File: config.mk
export PLATFORM = sky130hd
export DESIGN_NAME = dcmbh_div
export DESIGN_NICKNAME = d
export VERILOG_FILES = /design/src/sv/dcmbh_pkg.sv /design/src/sv/dcmbh_div.sv
export SDC_FILE = /design/constraint.sdc
export NUM_CORES = 1
export LEC_CHECK = 0
export BUFFER_PORTS_ARGS = -buffer_cell sky130_fd_sc_hd__buf_2
export CORE_MARGIN = 1
export CORE_UTILIZATION = 49
export DETAILED_ROUTE_END_ITERATION = 10
export PLACE_DENSITY = 0.73
export SKIP_CTS_REPAIR_TIMING = 1
export SYNTH_ARGS = -nofsm -noshare
export SYNTH_HDL_FRONTEND = slang
export SYNTH_SLANG_ARGS = --single-unit
File: constraint.sdc
create_clock -name clk -period 4.15 [get_ports clk]
set_clock_uncertainty 0.15 [all_clocks]
set_input_delay 0.83 -clock clk [delete_from_list [all_inputs] [get_ports clk]]
set_output_delay 0.83 -clock clk [all_outputs]
set_load 0.01 [all_outputs]
File: src/sv/dcmbh_pkg.sv
`default_nettype none
package dcmbh_pkg;
    localparam int KeyWidth = 32;
    localparam int IndexWidth = 31;
    localparam int HashWidth = 64;
    localparam logic [31:0] CrcPoly = 32'hEDB88320;
    localparam logic [31:0] MixMult = 32'd2654435761;
    localparam logic [30:0] BucketReset = 31'd1024;
    localparam logic [7:0] CharMinus = 8'h2D;
    localparam logic [7:0] CharZero = 8'h30;

    typedef enum logic [3:0] {
        ST_IDLE,
        ST_DIGIT,
        ST_CRC,
        ST_MIX,
        ST_MUL,
        ST_DIV,
        ST_DONE
    } state_t;

    // one CRC bit step
    function automatic logic [31:0] crc_bit(input logic [31:0] crc);
        crc_bit = crc[0] ? ((crc >> 1) ^ CrcPoly) : (crc >> 1);
    endfunction
endpackage
`default_nettype wire

File: src/sv/dcmbh_div.sv
`default_nettype none
// Restoring 64 by 31 remainder, one quotient bit a cycle.
module dcmbh_div
    import dcmbh_pkg::*;
(
    input  wire logic                  clk,
    input  wire logic                  rst_n,
    input  wire logic                  start,
    input  wire logic [HashWidth-1:0]  dividend,
    input  wire logic [IndexWidth-1:0] divisor,
    output logic                       done,
    output logic [IndexWidth-1:0]      remainder
);
    logic [HashWidth-1:0] num_reg, num_next;
    logic [IndexWidth:0] rem_reg, rem_next;
    logic [IndexWidth-1:0] div_reg, div_next;
    logic [6:0] cnt_reg, cnt_next;
    logic busy_reg, busy_next;
    logic [IndexWidth+1:0] trial;

    always_comb
    begin
        trial = {rem_reg, num_reg[HashWidth-1]} - {2'b00, div_reg};
        num_next = num_reg;
        rem_next = rem_reg;
        div_next = div_reg;
        cnt_next = cnt_reg;
        busy_next = busy_reg;
        if (start)
        begin
            num_next = dividend;
            rem_next = '0;
            div_next = divisor;
            cnt_next = 7'd0;
            busy_next = 1'b1;
        end
        else if (busy_reg)
        begin
            num_next = num_reg << 1;
            if (!trial[IndexWidth+1])
                rem_next = trial[IndexWidth:0];
            else
                rem_next = {rem_reg[IndexWidth-1:0], num_reg[HashWidth-1]};
            cnt_next = cnt_reg + 7'd1;
            if (cnt_reg == 7'(HashWidth - 1))
                busy_next = 1'b0;
        end
    end

    always_ff @(posedge clk or negedge rst_n)
    begin
        if (!rst_n)
        begin
            busy_reg <= 1'b0;
            cnt_reg <= 7'd0;
        end
        else
        begin
            busy_reg <= busy_next;
            cnt_reg <= cnt_next;
        end
    end

    always_ff @(posedge clk)
    begin
        num_reg <= num_next;
        rem_reg <= rem_next;
        div_reg <= div_next;
    end

    assign done = busy_reg && (cnt_reg == 7'(HashWidth - 1));
    assign remainder = (div_reg == '0) ? '0 : rem_next[IndexWidth-1:0];
endmodule
`default_nettype wire

==> run metrics <==
status finished, violations left; failing checks setup timing; endpoint kind of the worst setup timing path output pin; Seq/Total Area, Yosys 0.4702; largest net degree at the start of global routing 86; hold crit path type input port to asynchronous set/reset pin; syn nets between 800 and 900; Starting DRT DRC Count between 400 and 500; CTS H-tree depth 4; drt first pass iters 5; clk_lat worst skew between 0.4 and 0.5 ns; Avg WL per Cell around 17 um; Reg2Reg Setup Slack 0.97 ns; M1 WL 8436 um; antenna-violating nets left 0; Final setup viols 28; Final Hold Viols 0; Max Fanout on Critical Path 7; antenna violations before repair 1; highest metal used met4; setup_tns -4.038 ns; total gr overflow 0; Max-Cap Viols 0; die area ~17000 um2; Worst R2R End rem_reg[7]$_DFF_P_; Nets approximately 1000; Comb power frac 0.447; Clk pwr share 0.248; Async SR Flop Fraction 0.05926; DR vias roughly 6400; Rows between 40 and 50; Reg clk slew, reported paths ~0.060 ns; Layout area overhead 25.37%; Internal 3.853 mW; Tightest Pin Transition just over 0.8 ns; routed wl met2 around 8900 um; critical path data arrival time around 3.4 ns; type of origin of the critical path flop; Leak Pwr between 4 and 5 nW; yosys warns 0; Worst Reg2Reg Path Length in Cells 13; Post-Syn Area per Cell roughly 11 um2; commonest non-fill, non-tap cell in the layout buf_2; wirelength, routed just under 20000 um; sequential share of power 0.304; Tcrit/Tclk final 1.047; most frequent cells in the layout buf_2, edfxtp_1, nor2_1; NetSw about 2.3 mW; share of layout cells above drive strength 1 0.3576; Final WS setup -0.1959 ns; port bufs ~130; FMAX about 230 MHz; critical path's largest stage delay 0.40 ns; Die W about 130 um; Post-Syn Area approximately 7900 um2; DRC Markers 0; Main synth FF type edfxtp_1; Req. time, crit path between 3 and 4 ns; final slew viol count 0; first-pass GRT wire length 29800 um; initial core utilization 0.5092; VDD IR max between 0.3 and 0.4 mV; worst reg2reg startpoint num_reg[63]$_DFFE_PP_; Post-synth EDFFs 95; GRT Overall Usage 0.2356; Yosys reg bits ~140; Cells after Synth 733; WL met3 1534 um; worst-case clock buffer depth 2; Netlist cell types 69; num ports between 100 and 150; vias in the first global route ~5900; # fillers approximately 1300; CP Class flop to output pin; Inserted Clock Buffers 17; Tmin final between 4 and 5 ns; max-slew headroom at the worst pin 0.4483; utilization after layout 0.6384; DR vias/cell between 5 and 6; CP Cell Sequence inv_1 -> ha_2 -> fa_2 -> nand2b_4 -> a21o_4 -> a21oi_4 -> o21ai_4 -> o211a_4 -> nor2_8 -> clkbuf_16 -> mux2i_1 -> a211oi_1 -> buf_2; Pwr Total 6.142 mW; RSZ-0062 raised after global routing true; clk sinks 135; Sw Ratio 0.3728; Clock Root Buffer clkbuf_16; core box area approximately 15000 um2; Placer Congestion 0.9316; die height about 130 um; max reg flops 64; CTS tree yes; DP Wirelength 13320 um; Pwr Density 623.7 nW/um2; CP max stage cell fa_2
cells by family (layout without fill, tap and decap cells):
family,after synthesis,count (layout),share of synthesized area
multiplexers,84,84,0.1171
other,0,1,0
flip-flops,135,135,0.4702
adder cells (fa/ha/maj),33,33,0.05352
AND/OR/NAND/NOR,203,204,0.1258
XOR/XNOR,28,28,0.03122
AO/OA/AOI/OAI,178,178,0.1626
buffers and inverters,72,230,0.03950
how the worst max path moves through the flow:
stage / start / endpoint / slack, ns / cells after the start
floorplan: div_reg[0]$_DFFE_PP_ / remainder[29] / 0.42 / 11
global placement: div_reg[0]$_DFFE_PP_ / remainder[24] / 0.12 / 12
detailed placement: num_reg[63]$_DFFE_PP_ / remainder[15] / 0.09 / 13
CTS: num_reg[63]$_DFFE_PP_ / remainder[15] / -0.39 / 13
global route: num_reg[63]$_DFFE_PP_ / remainder[20] / -0.32 / 13
finish: num_reg[63]$_DFFE_PP_ / remainder[20] / -0.20 / 13
power groups by stage:
stage | sequential, mW | clock [mW] | combinational, mW
detailed placement | 1.86 | 0 | 2.15
global route | 1.89 | 1.61 | 2.98
CTS | 1.84 | 1.55 | 2.17
global placement | 1.86 | 0 | 2.14
finish | 1.87 | 1.52 | 2.75
floorplan | 1.80 | 0 | 1.64
metrics by stage:
stage               instance area [um2]  instances  setup WS [ns]  hold WS (ns)
global route                       9846       1103        -0.3176       0.09977
global placement                   8720       1051         0.1173        0.3716
detailed placement                 8720       1051        0.08959        0.3740
floorplan                          7855        733         0.4178        0.3201
CTS                                9310       1083        -0.3869       0.07707
finish                             9848       1104        -0.1959       0.09423
cell usage after synthesis, types with 9 or more instances:
| cell | number | area share |
|---|---|---|
| edfxtp_1 | 95 | 0.36 |
| nor2_1 | 66 | 0.032 |
| mux2_2 | 63 | 0.090 |
| nand2_1 | 47 | 0.022 |
| a211oi_1 | 41 | 0.039 |
| inv_1 | 37 | 0.018 |
| a21oi_1 | 32 | 0.020 |
| dfxtp_1 | 32 | 0.082 |
| ha_1 | 32 | 0.051 |
| clkbuf_1 | 22 | 0.011 |
| mux2i_1 | 21 | 0.027 |
| o21ai_0 | 20 | 0.013 |
| xor2_1 | 17 | 0.019 |
| nand3_1 | 16 | 0.010 |
| nor3_1 | 14 | 0.0089 |
| nand4_1 | 12 | 0.0096 |
| nor4_1 | 11 | 0.0088 |
| xnor2_1 | 11 | 0.012 |
| a21o_1 | 9 | 0.0086 |
| and2_1 | 9 | 0.0072 |
layer usage:
layer,up-vias,track usage
met2,231,0.3695
li1,3090,-
met1,3032,0.3084
met3,35,0.07401
met4,0,0.08235
met5,-,0
worst max-delay path: cells and delay by family (launching register included):
family / cells / cell delay, ns
AO/OA/AOI/OAI: 5 / 0.89
adder cells (fa/ha/maj): 2 / 0.60
buffers and inverters: 3 / 0.47
AND/OR/NAND/NOR: 2 / 0.39
flip-flops: 1 / 0.37
multiplexers: 1 / 0.24
area by class of cell:
type                    count  area (um2)  share of cell area
diodes                      1       2.502           0.0002541
clock buffers              18       429.2             0.04358
clock inverters            14       161.4             0.01639
inverters                  37       138.9             0.01410
multi-input cells         527        4219              0.4284
flip-flops and latches    135        3695              0.3752
well taps                 211       264.0             0.02681
repair buffers            161       938.4             0.09529
No activity file was read; power rests on OpenSTA's default activity.
