[src/sv/dcmbh_pkg.sv]
`default_nettype none
package dcmbh_pkg;
    localparam int KeyWidth = 32;
    localparam int IndexWidth = 31;
    localparam int HashWidth = 64;
    localparam logic [31:0] CrcPoly = 32'hEDB88320;
    localparam logic [31:0] MixMult = 32'd2654435761;
    localparam logic [30:0] BucketReset = 31'd1024;
    localparam logic [7:0] CharMinus = 8'h2D;
    localparam logic [7:0] CharZero = 8'h30;

    typedef enum logic [3:0] {
        ST_IDLE,
        ST_DIGIT,
        ST_CRC,
        ST_MIX,
        ST_MUL,
        ST_DIV,
        ST_DONE
    } state_t;

    // one CRC bit step
    function automatic logic [31:0] crc_bit(input logic [31:0] crc);
        crc_bit = crc[0] ? ((crc >> 1) ^ CrcPoly) : (crc >> 1);
    endfunction
endpackage
`default_nettype wire

[src/sv/dcmbh_mix.sv]
`default_nettype none
// Jenkins mix, one add or xor step a cycle over a shared 64-bit adder/xor.
module dcmbh_mix
    import dcmbh_pkg::*;
(
    input  wire logic                  clk,
    input  wire logic                  rst_n,
    input  wire logic                  start,
    input  wire logic [31:0]           crc,
    output logic                       done,
    output logic [HashWidth-1:0]       value
);
    logic [HashWidth-1:0] v_reg, v_next;
    logic [3:0] step_reg, step_next;
    logic busy_reg, busy_next;
    logic [HashWidth-1:0] operand;

    always_comb
    begin
        case (step_reg[2:0])
            3'd0: operand = v_reg << 12;
            3'd1: operand = v_reg >> 22;
            3'd2: operand = v_reg << 4;
            3'd3: operand = v_reg >> 9;
            3'd4: operand = v_reg << 10;
            3'd5: operand = v_reg >> 2;
            3'd6: operand = v_reg << 7;
            default: operand = v_reg >> 12;
        endcase
        v_next = v_reg;
        step_next = step_reg;
        busy_next = busy_reg;
        if (start)
        begin
            v_next = {32'd0, crc};
            step_next = 4'd0;
            busy_next = 1'b1;
        end
        else if (busy_reg)
        begin
            v_next = step_reg[0] ? (v_reg ^ operand) : (v_reg + operand);
            step_next = step_reg + 4'd1;
            if (step_reg == 4'd7)
                busy_next = 1'b0;
        end
    end

    always_ff @(posedge clk or negedge rst_n)
    begin
        if (!rst_n)
        begin
            busy_reg <= 1'b0;
            step_reg <= 4'd0;
        end
        else
        begin
            busy_reg <= busy_next;
            step_reg <= step_next;
        end
    end

    always_ff @(posedge clk)
    begin
        v_reg <= v_next;
    end

    assign done = busy_reg && (step_reg == 4'd7);
    assign value = v_next;
endmodule
`default_nettype wire

[config.mk]
export PLATFORM = sky130hd
export DESIGN_NAME = dcmbh_mix
export DESIGN_NICKNAME = d
export VERILOG_FILES = /design/src/sv/dcmbh_pkg.sv /design/src/sv/dcmbh_mix.sv
export SDC_FILE = /design/constraint.sdc
export NUM_CORES = 1
export LEC_CHECK = 0
export ABC_AREA = 0
export ABC_CLOCK_PERIOD_IN_PS = 5150
export BUFFER_PORTS_ARGS = -buffer_cell sky130_fd_sc_hd__buf_2
export CAP_MARGIN = 20
export CORE_MARGIN = 2
export CORE_UTILIZATION = 39
export CTS_BUF_LIST = sky130_fd_sc_hd__clkbuf_8
export DETAILED_ROUTE_END_ITERATION = 10
export MAX_ROUTING_LAYER = met4
export PLACE_DENSITY_LB_ADDON = 0.05
export RECOVER_POWER = 25
export SLEW_MARGIN = 20
export SYNTH_ARGS = -nofsm -noshare
export SYNTH_HDL_FRONTEND = slang
export SYNTH_SLANG_ARGS = --single-unit
[constraint.sdc]
create_clock -name clk -period 5.15 [get_ports clk]
set_input_delay 0 -clock clk [delete_from_list [all_inputs] [get_ports clk]]
set_output_delay 0 -clock clk [all_outputs]
set_load 0.02 [all_outputs]
==> reports/qor.txt <==
outcome: finished, final reports clean
Setup TNS: 0 ns
Worst slew margin: 43.3%
layout cell share with drive strength beyond 1: 28.9%
Arr. time, crit path: 5.14 ns
DP Cell Count: 1952
vias per cell: 6.31
Cell Int Power: 0.00471 W
ANT cells: 0
final non-filler cell total: 2049
final layout net count: 1834
vias in the first global route: 11.8k
first-pass GRT wire length: 69.8 mm
post-layout instance area: 13700 um^2
row cnt: 57
CP top delay family: simple AND/OR/NAND/NOR gates
1st-pass router iterations: 7
YS warnings: 0
Crit. End Element: primary output
Total GRT Usage: 35.1%
EDFF count, synth: 0
synth unique cells: 74
H-tree depth: 3
PwrDens: 747 nW/um^2
ys flop type: dfxtp_1
Final Hold Viols: 0
Avg Cell Area, Syn: 6.66 um^2
CTS tree: yes
sequential power share: 12.6%
unrepaired setup endpoints after global routing: yes
fraction of registers with async set/reset: 7.25%
DRT antenna net count: 0
P_sw: 0.00554 W
clk root buf: clkbuf_8
initial drt markers: 1564
Max clock buf depth: 2
core area: 24500 um^2
DRC Markers: 0
clock skew: 0.0119 ns
die width: 162 um
I/O Buffers: 99
critical path type: reg2out
clock sinks: 69
leak pwr: 5.96 nW
placed cell areas: 11800 um^2
switching share of power: 54.0%
Pwr Total: 0.0103 W
crit path launch type: flip-flop
Cells after Synth: 1464
number of buffers created by CTS: 9
Worst path slowest cell: or4_4
Post-Synthesis Cell Area: 9750 um^2
crit path setup slack, layout: 0.00922 ns
max reg flops: 64
Layout area overhead: 40.8%
buffer and inverter count on the worst path: 5
clock network fraction of total power: 4.8%
die area: 26300 um^2
gr ovfl total: 0
max cap viols: 0
Critical Path RT: 5.15 ns
Routed WL: 47.5 mm
routability cong.: 1.01
hpwl dp: 34.8 mm
# IOs: 100
die height: 162 um
min Tclk post-route: 5.14 ns
Final Cycle Share: 99.8%
Clock transition at path regs: 0.09 ns
setup slack at placement: -0.475 ns
combinational power share: 82.6%
sequential area share after synthesis: 14.4%
most used cell, CP: buf_4
Slowest Stage Delay on Critical Path: 0.53 ns
f_max: 195 MHz
Worst Tran Pin Value: 0.849 ns
final max-slew violation count: 0
#FFs+latches synth: 69
Setup violations, final: 0
crit path max fanout: 5
Skew-Pair Late Insertion Delay: 0.39 ns
initial antenna violation count: 1
Peak VDD IR: 0.451 mV
largest net degree at the start of global routing: 78
vias: 12.9k
HP Class: in2reg
net count after synthesis: 1578
critical path, cell by cell: ha_4 -> ha_4 -> or4_4 -> buf_12 -> clkbuf_16 -> a21oi_2 -> ha_2 -> buf_4 -> nor2_1 -> or4_4 -> a21o_4 -> a21oi_4 -> o31ai_4 -> o41ai_2 -> buf_4 -> nand4bb_1 -> a41oi_2 -> mux2i_1 -> nor3_2 -> buf_4
Initial Utilization: 39.9%
Routed wire per std cell: 23.2 um
synthesized netlist by cell type (6+ instances only):
library cell / instances / share of area, %
nand2_1: 196 / 7.5
o21ai_0: 156 / 8.0
nor2_1: 132 / 5.1
a21oi_1: 128 / 6.6
clkbuf_1: 98 / 3.8
ha_1: 78 / 10
dfxtp_1: 64 / 13
a22oi_1: 53 / 4.1
a21o_1: 43 / 3.3
inv_1: 42 / 1.6
a31oi_1: 34 / 2.2
a222oi_1: 31 / 3.2
nor2b_1: 30 / 1.9
xnor2_1: 29 / 2.6
a211oi_1: 25 / 1.9
nand3_1: 25 / 1.3
nand4_1: 24 / 1.5
o211ai_1: 21 / 1.6
or3_1: 21 / 1.3
buf_1: 18 / 0.69
and2_1: 17 / 1.1
nand2b_1: 15 / 0.96
o21bai_1: 15 / 1.2
nor3_1: 14 / 0.72
a41oi_1: 13 / 1.2
xor2_1: 13 / 1.2
a311oi_1: 10 / 0.90
mux2i_1: 9 / 0.92
o21ai_1: 9 / 0.46
a32oi_1: 8 / 0.72
o21a_1: 8 / 0.62
a221oi_1: 6 / 0.54
buf_2: 6 / 0.31
mux2_2: 6 / 0.69
stage by stage:
step / hold slack (ns) / util [%]
finish: 0.0763 / 56.1
global route: 0.102 / 56.1
floorplan: -0.296 / -
detailed placement: -0.174 / 48.1
CTS: 0.0682 / 51.9
global placement: -0.176 / 48.1
repair_timing:
action                                  in CTS  in global routing
pin swaps                                   30                 55
gates cloned                                 1                  6
endpoints found under the setup margin      47                 30
endpoints found under the hold margin       37                  0
hold buffers                                34                  0
resized for setup                           54                153
buffers inserted                            12                 30
layout make-up:
class / instances / area [um^2]
clock buffers: 9 / 124
inverters: 42 / 163
flip-flops and latches: 69 / 1420
well taps: 324 / 405
clock inverters: 7 / 67.6
repair buffers: 367 / 2960
fillers: 2382 / 10700
multi-input cells: 1231 / 8600
cell families (layout without fill, tap and decap cells):
| kind of cell | count (synthesis) | in the layout | share of synthesized area, % |
|---|---|---|---|
| compound gates | 598 | 598 | 40.3 |
| xor+xnor | 42 | 42 | 3.77 |
| fa+ha+maj | 79 | 79 | 10.2 |
| buf+inv | 165 | 425 | 6.44 |
| flops | 69 | 69 | 14.4 |
| mux | 15 | 15 | 1.62 |
| simple gates | 496 | 497 | 23.2 |
routing by layer:
metal | track usage (%) | share of wire (%)
met4 | 12.2 | 4.1
met5 | - | 0
met1 | 48.6 | 44
met3 | 4.98 | 9.8
met2 | 52.0 | 42
placed cells by master (no fill, tap or decap), types with 24 or more instances in the layout:
cell           Yosys  routed
dfxtp_1           64      64
buf_2              6      79
ha_1              78      63
dlygate4sd3_1      0      34
nand4_1           24      24
o21ai_0          156     142
nor2_1           132     121
a31oi_1           34      28
a222oi_1          31      31
a22oi_1           53      53
a21oi_1          128     108
buf_4              0     217
nand2_1          196     192
nor2b_1           30      28
inv_1             42      40
nand3_1           25      25
a21o_1            43      42
xnor2_1           29      27
power groups by stage:
stage | Clock, W | Combinational [W] | Sequential (W)
3_5_place_dp | 0 | 0.00730 | 0.00124
2_1_floorplan | 0 | 0.00444 | 0.00104
4_1_cts | 0.000499 | 0.00761 | 0.00124
3_3_place_gp | 0 | 0.00734 | 0.00126
6_report | 0.000488 | 0.00848 | 0.00130
5_1_grt | 0.000516 | 0.00911 | 0.00128
final timing paths:
path / slack, ns / endpoint / from / depth (start not counted)
worst max-delay path: 0.009 / value[62] / step_reg[0]$_DFFE_PN0P_ / 20
worst max register to register: 0.44 / v_reg[56]$_DFF_P_ / step_reg[0]$_DFFE_PN0P_ / 21
worst min register to register: 0.59 / step_reg[3]$_DFFE_PN0P_ / step_reg[3]$_DFFE_PN0P_ / 2
max in group asynchronous: 4.36 / step_reg[2]$_DFFE_PN0P_ / rst_n / 3
min in group asynchronous: 0.56 / step_reg[3]$_DFFE_PN0P_ / rst_n / 3
worst min-delay path: 0.08 / v_reg[51]$_DFF_P_ / start / 2
worst reg2reg max path, cell delays in order (launching register included):
cell       delay (ns)
dfrtp_2          0.48
ha_4             0.19
ha_4             0.18
or4_4            0.51
buf_12           0.18
clkbuf_16        0.15
a21oi_2          0.18
ha_2             0.25
buf_4            0.14
nor2_1           0.07
or4_4            0.53
a21o_4           0.24
nand2_4          0.07
a211o_1          0.18
and3_4           0.25
buf_6            0.12
o211ai_1         0.09
buf_4            0.18
buf_12           0.13
a21oi_4          0.17
o211ai_1         0.10
and3b_2          0.24
Power figures use the tool's default switching activity.
